**src/rtl/core/tasps_pkg.sv**
```systemverilog
// Shared types and constants for the three-axis step pulse scheduler.
package tasps_pkg;

  localparam int unsigned POS_BITS = 32;

  localparam logic REQ_START = 1'b0;
  localparam logic REQ_TICK  = 1'b1;

  typedef enum logic [3:0] {
    ST_IDLE = 4'b0001,
    ST_TICK = 4'b0010,
    ST_DIV  = 4'b0100,
    ST_DONE = 4'b1000
  } tasps_state_e;

  typedef struct packed {
    logic capture;
    logic tick;
    logic div_step;
    logic div_last;
    logic out_load;
  } tasps_cmd_t;

endpackage

```
**src/rtl/core/tasps_ctrl.sv**
```systemverilog
// Sequencer for the scheduler: input handshake, divide count and result handoff.
module tasps_ctrl import tasps_pkg::*; #(
  parameter int unsigned TIME_BITS = 32
) (
  input  logic       clk_i,
  input  logic       rst_ni,
  input  logic       s_axis_tvalid,
  output logic       s_axis_tready,
  input  logic       s_axis_tuser,
  output logic       m_axis_tvalid,
  input  logic       m_axis_tready,
  output tasps_cmd_t cmd_o
);

  localparam int unsigned CNT_W = $clog2(TIME_BITS);
  localparam logic [CNT_W-1:0] CNT_LAST = CNT_W'(TIME_BITS - 1);

  tasps_state_e     state_q, state_d;
  logic [CNT_W-1:0] cnt_q, cnt_d;
  logic             m_valid_q, m_valid_d;

  always_comb begin
    state_d       = state_q;
    cnt_d         = cnt_q;
    cmd_o         = '0;
    s_axis_tready = 1'b0;
    unique case (state_q)
      ST_IDLE: begin
        s_axis_tready = 1'b1;
        cnt_d         = '0;
        if (s_axis_tvalid) begin
          cmd_o.capture = 1'b1;
          state_d       = (s_axis_tuser == REQ_TICK) ? ST_TICK : ST_DIV;
        end
      end
      ST_TICK: begin
        cmd_o.tick = 1'b1;
        state_d    = ST_DONE;
      end
      ST_DIV: begin
        cmd_o.div_step = 1'b1;
        if (cnt_q == CNT_LAST) begin
          cmd_o.div_last = 1'b1;
          state_d        = ST_DONE;
        end else begin
          cnt_d = cnt_q + CNT_W'(1);
        end
      end
      ST_DONE: begin
        // hold the finished result until the output register frees up
        if (!m_valid_q || m_axis_tready) begin
          cmd_o.out_load = 1'b1;
          state_d        = ST_IDLE;
        end
      end
      default: state_d = ST_IDLE;
    endcase
  end

  always_comb begin
    m_valid_d = m_valid_q;
    if (cmd_o.out_load) begin
      m_valid_d = 1'b1;
    end else if (m_axis_tready) begin
      m_valid_d = 1'b0;
    end
  end

  always_ff @(posedge clk_i or negedge rst_ni) begin
    if (!rst_ni) begin
      state_q   <= ST_IDLE;
      cnt_q     <= '0;
      m_valid_q <= 1'b0;
    end else begin
      state_q   <= state_d;
      cnt_q     <= cnt_d;
      m_valid_q <= m_valid_d;
    end
  end

  assign m_axis_tvalid = m_valid_q;

endmodule

```
**src/rtl/core/tasps_dpath.sv**
```systemverilog
// Per-axis state, bit-serial delay dividers, tick update and result register.
module tasps_dpath import tasps_pkg::*; #(
  parameter int unsigned NUM_AXES  = 3,
  parameter int unsigned STEP_BITS = 16,
  parameter int unsigned TIME_BITS = 32,
  parameter int unsigned IN_W      = 88,
  parameter int unsigned OUT_W     = 104
) (
  input  logic             clk_i,
  input  logic             rst_ni,
  input  tasps_cmd_t       cmd_i,
  input  logic             req_type_i,
  input  logic [IN_W-1:0]  in_data_i,
  output logic [OUT_W-1:0] out_data_o
);

  localparam int unsigned REM_W    = STEP_BITS + 1;
  localparam int unsigned DIR_LSB  = NUM_AXES * STEP_BITS;
  localparam int unsigned TIME_LSB = NUM_AXES * (STEP_BITS + 1);
  localparam int unsigned POS_LSB  = NUM_AXES;
  localparam int unsigned BUSY_BIT = NUM_AXES * (POS_BITS + 1);
  localparam logic [TIME_BITS-1:0] TIME_MAX = '1;

  logic [STEP_BITS-1:0] steps_q   [NUM_AXES];
  logic [TIME_BITS-1:0] delay_q   [NUM_AXES];
  logic [TIME_BITS-1:0] elapsed_q [NUM_AXES];
  logic [POS_BITS-1:0]  pos_q     [NUM_AXES];
  logic [NUM_AXES-1:0]  dir_q;
  logic [NUM_AXES-1:0]  pulse_q;
  logic [REM_W-1:0]     rem_q     [NUM_AXES];
  logic [TIME_BITS-1:0] quo_q     [NUM_AXES];
  logic [TIME_BITS-1:0] total_q;
  logic [OUT_W-1:0]     out_q;

  logic [TIME_BITS-1:0] elapsed_inc [NUM_AXES];
  logic [NUM_AXES-1:0]  fire;
  logic [REM_W-1:0]     trial       [NUM_AXES];
  logic [NUM_AXES-1:0]  trial_ge;
  logic [REM_W-1:0]     rem_d       [NUM_AXES];
  logic [TIME_BITS-1:0] quo_d       [NUM_AXES];
  logic [NUM_AXES-1:0]  busy_vec;
  logic [OUT_W-1:0]     out_d;
  logic                 start_cap;

  assign start_cap = cmd_i.capture && (req_type_i == REQ_START);

  always_comb begin
    for (int a = 0; a < NUM_AXES; a++) begin
      // saturate, then compare strictly against the delay
      elapsed_inc[a] = (elapsed_q[a] == TIME_MAX) ? elapsed_q[a]
                                                  : elapsed_q[a] + TIME_BITS'(1);
      fire[a]        = (steps_q[a] != '0) && (elapsed_inc[a] > delay_q[a]);
      // one restoring-division bit per cycle
      trial[a]       = {rem_q[a][REM_W-2:0], quo_q[a][TIME_BITS-1]};
      trial_ge[a]    = trial[a] >= {1'b0, steps_q[a]};
      rem_d[a]       = trial_ge[a] ? (trial[a] - {1'b0, steps_q[a]}) : trial[a];
      quo_d[a]       = {quo_q[a][TIME_BITS-2:0], trial_ge[a]};
      busy_vec[a]    = (steps_q[a] != '0);
    end
  end

  always_ff @(posedge clk_i or negedge rst_ni) begin
    if (!rst_ni) begin
      for (int a = 0; a < NUM_AXES; a++) begin
        steps_q[a]   <= '0;
        delay_q[a]   <= '0;
        elapsed_q[a] <= '0;
        pos_q[a]     <= '0;
      end
      dir_q   <= '0;
      pulse_q <= '0;
    end else begin
      if (start_cap) begin
        pulse_q <= '0;
        for (int a = 0; a < NUM_AXES; a++) begin
          steps_q[a]   <= in_data_i[a*STEP_BITS +: STEP_BITS];
          dir_q[a]     <= in_data_i[DIR_LSB + a];
          elapsed_q[a] <= '0;
        end
      end
      if (cmd_i.tick) begin
        pulse_q <= fire;
        for (int a = 0; a < NUM_AXES; a++) begin
          if (fire[a]) begin
            steps_q[a]   <= steps_q[a] - STEP_BITS'(1);
            elapsed_q[a] <= '0;
            pos_q[a]     <= dir_q[a] ? pos_q[a] + POS_BITS'(1) : pos_q[a] - POS_BITS'(1);
          end else begin
            elapsed_q[a] <= elapsed_inc[a];
          end
        end
      end
      if (cmd_i.div_last) begin
        for (int a = 0; a < NUM_AXES; a++) begin
          delay_q[a] <= (steps_q[a] == '0) ? total_q : quo_d[a];
        end
      end
    end
  end

  // divider working registers and result payload need no reset
  always_ff @(posedge clk_i) begin
    if (start_cap) begin
      total_q <= in_data_i[TIME_LSB +: TIME_BITS];
      for (int a = 0; a < NUM_AXES; a++) begin
        rem_q[a] <= '0;
        quo_q[a] <= in_data_i[TIME_LSB +: TIME_BITS];
      end
    end else if (cmd_i.div_step) begin
      for (int a = 0; a < NUM_AXES; a++) begin
        rem_q[a] <= rem_d[a];
        quo_q[a] <= quo_d[a];
      end
    end
    if (cmd_i.out_load) begin
      out_q <= out_d;
    end
  end

  always_comb begin
    out_d = '0;
    for (int a = 0; a < NUM_AXES; a++) begin
      out_d[a]                             = pulse_q[a];
      out_d[POS_LSB + a*POS_BITS +: POS_BITS] = pos_q[a];
    end
    out_d[BUSY_BIT] = |busy_vec;
  end

  assign out_data_o = out_q;

endmodule

```
**src/rtl/core/three_axis_step_pulse_scheduler.sv**
```systemverilog
// Top level of the three-axis step pulse scheduler.
// The input beat carries a kind in s_axis_tuser: a start move loads step counts,
// directions and the move time, a tick advances every axis by one microsecond.
// Every beat returns one result beat with the step pulses, positions and busy flag.
// A tick beat passes through capture, update and load from acceptance to result.
// A start move passes through capture, the division steps and load, paced by the
// per-axis restoring dividers that produce one quotient bit per cycle. One beat
// is in flight at a time; the result register lets the next beat enter while a
// finished result still waits on m_axis_tready.
module three_axis_step_pulse_scheduler import tasps_pkg::*; #(
  parameter int unsigned NUM_AXES  = 3,
  parameter int unsigned STEP_BITS = 16,
  parameter int unsigned TIME_BITS = 32,
  localparam int unsigned IN_RAW   = NUM_AXES * (STEP_BITS + 1) + TIME_BITS,
  localparam int unsigned IN_W     = ((IN_RAW + 7) / 8) * 8,
  localparam int unsigned OUT_RAW  = NUM_AXES * (POS_BITS + 1) + 1,
  localparam int unsigned OUT_W    = ((OUT_RAW + 7) / 8) * 8
) (
  input  logic             clk_i,
  input  logic             rst_ni,
  input  logic             s_axis_tvalid,
  output logic             s_axis_tready,
  // steps per axis, dir per axis, move_time_us, zero fill
  input  logic [IN_W-1:0]  s_axis_tdata,
  // req_type
  input  logic             s_axis_tuser,
  output logic             m_axis_tvalid,
  input  logic             m_axis_tready,
  // pulse per axis, position per axis, busy_res, zero fill
  output logic [OUT_W-1:0] m_axis_tdata
);

  tasps_cmd_t cmd;

  tasps_ctrl #(
    .TIME_BITS (TIME_BITS)
  ) u_ctrl (
    .clk_i         (clk_i),
    .rst_ni        (rst_ni),
    .s_axis_tvalid (s_axis_tvalid),
    .s_axis_tready (s_axis_tready),
    .s_axis_tuser  (s_axis_tuser),
    .m_axis_tvalid (m_axis_tvalid),
    .m_axis_tready (m_axis_tready),
    .cmd_o         (cmd)
  );

  tasps_dpath #(
    .NUM_AXES  (NUM_AXES),
    .STEP_BITS (STEP_BITS),
    .TIME_BITS (TIME_BITS),
    .IN_W      (IN_W),
    .OUT_W     (OUT_W)
  ) u_dpath (
    .clk_i      (clk_i),
    .rst_ni     (rst_ni),
    .cmd_i      (cmd),
    .req_type_i (s_axis_tuser),
    .in_data_i  (s_axis_tdata),
    .out_data_o (m_axis_tdata)
  );

  a_one_in_flight : assert property (@(posedge clk_i) disable iff (!rst_ni)
    (s_axis_tvalid && s_axis_tready) |=> !s_axis_tready)
    else $error("input taken while a beat is still in work");

  a_start_blocks : assert property (@(posedge clk_i) disable iff (!rst_ni)
    (s_axis_tvalid && s_axis_tready && (s_axis_tuser == REQ_START))
      |=> !s_axis_tready ##1 !s_axis_tready)
    else $error("start move finished before its division");

  a_result_after_work : assert property (@(posedge clk_i) disable iff (!rst_ni)
    $rose(m_axis_tvalid) |-> $past(!s_axis_tready))
    else $error("result appeared without work behind it");

endmodule
```
**config.mk**
```make
export PLATFORM = sky130hd
export DESIGN_NAME = three_axis_step_pulse_scheduler
export DESIGN_NICKNAME = d
export VERILOG_FILES = /design/src/rtl/core/tasps_pkg.sv /design/src/rtl/core/tasps_ctrl.sv /design/src/rtl/core/tasps_dpath.sv /design/src/rtl/core/three_axis_step_pulse_scheduler.sv
export SDC_FILE = /design/constraint.sdc
export NUM_CORES = 2
export LEC_CHECK = 0
export ABC_AREA = 0
export BUFFER_PORTS_ARGS = -buffer_cell sky130_fd_sc_hd__buf_2
export CORE_ASPECT_RATIO = 0.75
export CORE_MARGIN = 4
export CORE_UTILIZATION = 51
export CTS_BUF_LIST = sky130_fd_sc_hd__clkbuf_4
export DETAILED_ROUTE_END_ITERATION = 7
export GPL_TIMING_DRIVEN = 0
export HOLD_SLACK_MARGIN = 0.15
export PLACE_DENSITY = 0.75
export SLEW_MARGIN = 20
export SYNTH_ARGS = -nofsm -noshare
export SYNTH_HDL_FRONTEND = slang
export SYNTH_SLANG_ARGS = --single-unit
```
**constraint.sdc**
```tcl
create_clock -name clk_i -period 7.9 [get_ports clk_i]
set_clock_uncertainty 0.1 [all_clocks]
set_input_delay 1.975 -clock clk_i [delete_from_list [all_inputs] [get_ports clk_i]]
set_output_delay 1.975 -clock clk_i [all_outputs]
set_load 0.02 [all_outputs]
```
# Yosys cells after proc, flatten, opt, wreduce, memory -nomap -nowiden
# Memories as Yosys holds them, arrays and structs flattened.
# Index checks and enable logic that the tools add are counted.
# Widths: inputs -> output; s select.
word_totals:
  regBits: 484
  mem_bits_rw: 147
  elab_cells: 135
  memories: 2
op_classes:
  n_addsub: 16
  magnitude_cmp: 6
  eq_ne: 12
  n_mux: 52
  bitwise_logic: 7
  n_reduce_logical: 21
memory_table:
  columns: ["name", "depth", "word_bits", "read_ports", "rd_ports_with_merged_regs", "write_ports", "line", "rtl"]
  rows:
  - ["u_dpath.quo_q", 3, 32, 3, 0, 3, "tasps_dpath.sv:31", "logic [TIME_BITS-1:0] quo_q [NUM_AXES];"]
  - ["u_dpath.rem_q", 3, 17, 3, 0, 3, "tasps_dpath.sv:30", "logic [REM_W-1:0] rem_q [NUM_AXES];"]
ops:
  columns: ["op", "n"]
  rows:
  - ["$mux 32", 15]
  - ["$add 32x1->32 const B", 6]
  - ["$mux 96", 2]
  - ["$mux 17", 6]
  - ["$eq 32x32->1 const B", 3]
  - ["$gt 32x32->1", 3]
  - ["$mux 48", 2]
  - ["$sub 32x1->32 const B", 3]
  - ["$ge 17x16->1", 3]
  - ["$sub 17x16->17", 3]
  - ["$logic_not 16->1", 3]
  - ["$mux 16", 3]
  - ["$reduce_bool 16->1", 3]
  - ["$sub 16x1->16 const B", 3]
  - ["$pmux 4 s4", 1]
  - ["$mux 1", 14]
  - ["$mux 4", 3]
  - ["$pmux 5 s2", 1]
  - ["$mux 3", 3]
  - ["$reduce_and 2->1", 4]
  - ["$or 1x1->1", 6]
  - ["$reduce_bool 2->1", 3]
  - ["$add 5x1->5 const B", 1]
  - ["$eq 5x5->1 const B", 1]
  - ["other kinds (14)", 19]

# Longest topological paths before layout
logic_depth:
  depth_word: 7
  ltp_mapped: 24

# Cells and area by module
# Synthesis repeated with hierarchy kept, for this count alone.
unflattened:
  hier_cells: 3870
  area_unflattened_um2: 36661.4
by_module_without_submodules:
  columns: ["mod", "instances", "cells_per_inst", "area_each_um2", "seq_area_each_um2"]
  rows:
  - ["tasps_dpath", 1, 3819, 36095.9, 16846.2]
  - ["tasps_ctrl", 1, 51, 565.5, 251.5]

# Worst setup path after synthesis
# OpenSTA, ideal clock, no wires.
synth_timing:
  path_kind: "input to register"
  from: "input m_axis_tready"
  to: "register u_dpath.out_q[0], in the netlist u_dpath.out_data_o[0] (enable)"
  setup_ps: 559
  t_arrival_ps: 6197
  t_required_ps: 7241
  slack_ps: 1044
  stages: 2
  n_path_buf: 0
  path_cell_list: "nor2b_1 nor2_1"
synth_rtl:
  columns: ["element", "line", "rtl"]
  rows:
  - ["start: declaration", "three_axis_step_pulse_scheduler.sv:28", "input logic m_axis_tready,"]
  - ["end signal: assignment", "tasps_dpath.sv:116", "out_q <= out_d;"]
  - ["end: declaration", "tasps_dpath.sv:33", "logic [OUT_W-1:0] out_q;"]

# Worst setup path after layout
layout_timing:
  from: "register u_dpath.elapsed_q[67] (netlist bit)"
  to: "register u_dpath.pos_q (netlist bit u_dpath.out_d[16])"
layout_via:
  elab_chain_len: 5
  elab_cells_between_ends: 6
layout_lines:
  columns: ["element", "line", "rtl"]
  rows:
  - ["start: declaration", "tasps_dpath.sv:26", "logic [TIME_BITS-1:0] elapsed_q [NUM_AXES];"]
  - ["start signal: indexed assignment", "tasps_dpath.sv:89", "elapsed_q[a] <= elapsed_inc[a];"]
  - ["$add 32x1->32 / $eq 32x32->1 (equally long branches)", "tasps_dpath.sv:51, tasps_dpath.sv:50", null]
  - ["$mux 32 *", "tasps_dpath.sv:50", "elapsed_inc[a] = (elapsed_q[a] == TIME_MAX) ? elapsed_q[a]"]
  - ["$gt 32x32->1 *", "tasps_dpath.sv:52", "fire[a] = (steps_q[a] != '0) && (elapsed_inc[a] > delay_q[a]);"]
  - ["$logic_and 1x1->1 *", "tasps_dpath.sv:52", null]
  - ["$reduce_and 2->1 (no source line) *", null, null]
  - ["end signal: indexed assignment", "tasps_dpath.sv:87", "pos_q[a] <= dir_q[a] ? pos_q[a] + POS_BITS'(1) : pos_q[a] - POS_BITS'(1);"]
  - ["end: declaration", "tasps_dpath.sv:27", "logic [POS_BITS-1:0] pos_q [NUM_AXES];"]
# Every way passes the cells marked *; elsewhere a longest branch is shown, timed or not.
# A chain may end at the register's enable or synchronous reset.

==> flow_summary.toml <==
[status]
outcome = "complete, no violations"

[cts]
clk_pin_slew_ps = 80
htreeDepth = 4
insertion_delay_ps = 1070
cts_sinks = 628
cts_buffer_depth = 3
cts_tree = "done"
cts_root_buf = "clkbuf_4"
holdBufCountCts = 0
post_cts_buffers = 0
cts_resized = 0
numCtsBuffers = 159

[cells_and_area]
multiInputGateArea_sq_um = 17900
final_cells = 5252
fillers = 6139
final_nets = 4500
stdcell_area_sq_um = 41100
seq_area_sq_um = 17100
area_growth_pct = 12.8
drive_above_1_share = 0.128

[yosys]
syn_avg_cell_area_sq_um = 9.59
yosysWarnings = 0
syn_inst = 3795
seq_area_frac_synth = 0.470
synth_area_sq_um = 36400
synth_top_cell_by_area = "dfrtp_1"
ys_ff_latch = 628
yosysUniqueCellTypes = 79
synth_area_leaders = "dfrtp_1 (24%), edfxtp_1 (23%), ha_1 (8.3%), nand2_1 (6.3%), o21ai_0 (4.2%)"
synth_top_cell_area_share = 0.241
synth_edf_count = 276
async_flop_share = 0.561
synth_ff_type = "dfrtp_1"

[routing]
drtIter0Drc = 2677
drc_errors = 0
totalWireLength_um = 99500
viasPerCell = 5.76
dr.pass1.iters = 6
ant_nets = 0
num_vias = 30200
wl_per_cell_um = 18.9

[global_routing]
grt_pass1_vias = 28600
grt_max_degree = 93
grt_use_total = 0.260
antenna_found_initial = 7
grt_pass1_wl_um = 156000
overflow = 0

[floorplanning]
coreArea_sq_um = 70400
rows = 84
die_h_um = 239
fp.dieArea_sq_um = 75700
pin_count = 199
initial_core_util = 0.517
die_w_um = 316

[power]
p_int_uw = 8290
power.density_nw_per_um2 = 343
p_switching_uw = 5790
ir_worst_vdd_mv = 0.291
p_seq_frac = 0.330
swShare = 0.411
p_comb_frac = 0.457
clock_power_share = 0.213
p_leak_uw = 0.0184

[worst_setup_path]
cp_max_fo = 10
r2r_start = "u_dpath.elapsed_q[67]$_DFFE_PN0P_"
cp.arrival_ps = 7220
rr_worst_depth = 22
rrSetupSlack_ps = 1490
criticalPathCategory = "flip-flop to flip-flop"
r2r_end = "u_dpath.out_d[16]$_DFFE_PN0P_"
required_ps = 8720
end_kind = "flip-flop"
start_kind = "flip-flop"

[timing]
fin_crit_sh = 0.811
tightest_slew_ps = 1160
fin_crit_ps = 6410
rsz0062_at_grt = "no"
fmax_ghz = 0.156
finalSetupTns_ps = 0
setup_ws_ps = 1490
setup_viol_count_final = 0
slew_violations = 0
slew_headroom = 0.221
finalHoldViolCount = 0

[placement]
dpl_worst_slack_ps = 1650
gp_congestion = 0.925
placed_cell_area_sq_um = 38800
portBuffers = 189
dp_hpwl_um = 72600
dp_cells = 4944

[worst_hold_path]
hold_path_end = "u_dpath.out_data_o[85]$_DFFE_PP_"
hp-start = "u_dpath.out_d[85]$_DFFE_PN0P_"
hp-class = "flip-flop to flip-flop"
hold_depth = 0

[run]
max_cap_viol_count = 0
state kept, by name (all words and copies together), names as in the netlist:
| register | cells |
|---|---|
| u_dpath.out_d | 96 |
| u_dpath.pulse_q | 3 |
| u_dpath.delay_q | 96 |
| u_ctrl.m_axis_tvalid | 1 |
| u_dpath.elapsed_q | 96 |
| u_dpath.rem_q | 48 |
| u_ctrl.state_q | 4 |
| u_dpath.dir_q | 3 |
| u_dpath.total_q | 32 |
| u_ctrl.cnt_q | 5 |
| u_dpath.steps_q | 48 |
| u_dpath.quo_q | 96 |
| u_dpath.out_data_o | 100 |
synth_stat cells (13+ instances only):
master and number:
and3_1 41, a22o_1 29, mux2i_1 87, nor2_1 284, a32o_1 15, clkbuf_1 126, nor2b_1 24, a211oi_1 32
nand4_1 51, a21boi_0 16, a31oi_1 45, ha_1 242, edfxtp_1 276, xnor2_1 108, inv_1 212, a21o_1 98
nand3_1 71, o21bai_1 21, and2_1 17, and4_1 18, o21ai_0 306, or3_1 42, nand2b_1 34, o21a_1 24
a21oi_1 201, xor2_1 85, nor3_1 44, buf_2 13, mux2_2 20, dfrtp_1 351, nand2_1 613, o31ai_1 49
o41ai_1 17, a211o_1 22
per-stage QoR:
step	hold slack (ps)	power [uW]	util
final	350	14100	0.583
after global routing	357	15200	0.583
after CTS	344	14000	0.583
after detailed placement	337	11000	0.552
after global placement	334	10900	0.547
after floorplan	325	9500	-
cell families (layout without fill, tap and decap cells):
group | Yosys count | count (layout) | share of synthesized area
simple gates | 1293 | 1293 | 0.160
compound gates | 956 | 956 | 0.167
flops | 628 | 628 | 0.470
buf+inv | 369 | 866 | 0.0394
fa+ha+maj | 248 | 248 | 0.0865
xor+xnor | 193 | 193 | 0.0464
mux | 107 | 107 | 0.0301
other cells | 1 | 15 | 0.000103
worst max-delay path by stage:
stage                                                 start                              end  slack [ps]  cells past startpoint
after floorplan                               m_axis_tready  u_dpath.out_data_o[0]$_DFFE_PP_        1040                      2
after global placement                               rst_ni    u_dpath.out_d[81]$_DFFE_PN0P_       -2610                      1
after detailed placement  u_dpath.elapsed_q[67]$_DFFE_PN0P_    u_dpath.out_d[16]$_DFFE_PN0P_        1650                     22
after CTS                 u_dpath.elapsed_q[67]$_DFFE_PN0P_    u_dpath.out_d[16]$_DFFE_PN0P_        1580                     22
after global routing      u_dpath.elapsed_q[56]$_DFFE_PN0P_    u_dpath.steps_q[20]$_DFF_PN0_        1090                     19
final                     u_dpath.elapsed_q[67]$_DFFE_PN0P_    u_dpath.out_d[16]$_DFFE_PN0P_        1490                     22
area by class of cell:
class | instances | area share
timing repair buffer | 200 | 0.0299
clock inverter | 47 | 0.00753
tap | 946 | 0.0288
sequential | 628 | 0.416
buffer | 156 | 0.0156
antenna | 11 | 0.000671
multi-input combinational | 2801 | 0.436
inverter | 213 | 0.0195
clock buffer | 250 | 0.0457
power groups by stage:
| stage | Clock [uW] | Sequential, uW | Combinational (uW) |
|---|---|---|---|
| final | 3000 | 4650 | 6440 |
| after global routing | 3240 | 4720 | 7220 |
| after CTS | 3040 | 4640 | 6350 |
| after detailed placement | 0 | 4690 | 6310 |
| after global placement | 0 | 4730 | 6120 |
| after floorplan | 0 | 4580 | 4930 |
critical path, cell delays in order (launching register included):
cell      delay [ps]
dfrtp_1          430
and3_1           170
clkbuf_1         270
and3_1           240
nand4_1          230
or2_2            420
and2_1           150
clkbuf_1         210
and3_1           240
clkbuf_1         170
nand3_1          170
xnor2_1          120
ha_1             300
and4_1           200
nand4_1          150
nor3_1           300
o21a_1           170
o41ai_1           70
a21oi_1          670
and2_1           220
clkbuf_1         340
clkbuf_1         500
mux2_2           400
routing by layer:
metal / vias up / GRT usage / part of all wire
li1: 14500 / - / -
met1: 14400 / 0.383 / 0.46
met2: 1150 / 0.373 / 0.42
met3: 193 / 0.0657 / 0.085
met4: 2 / 0.0919 / 0.027
met5: - / 0 / 0.00066
cell usage in the layout, fill, tap and decap left out, types with 71 or more instances in the layout:
cell / instances
nand2_1: 612
dfrtp_1: 351
o21ai_0: 306
nor2_1: 283
edfxtp_1: 276
clkbuf_4: 251
ha_1: 242
inv_1: 209
a21oi_1: 201
buf_2: 201
clkbuf_1: 125
xnor2_1: 108
a21o_1: 98
mux2i_1: 87
xor2_1: 85
nand3_1: 71
(Power assumes the default switching activity.)
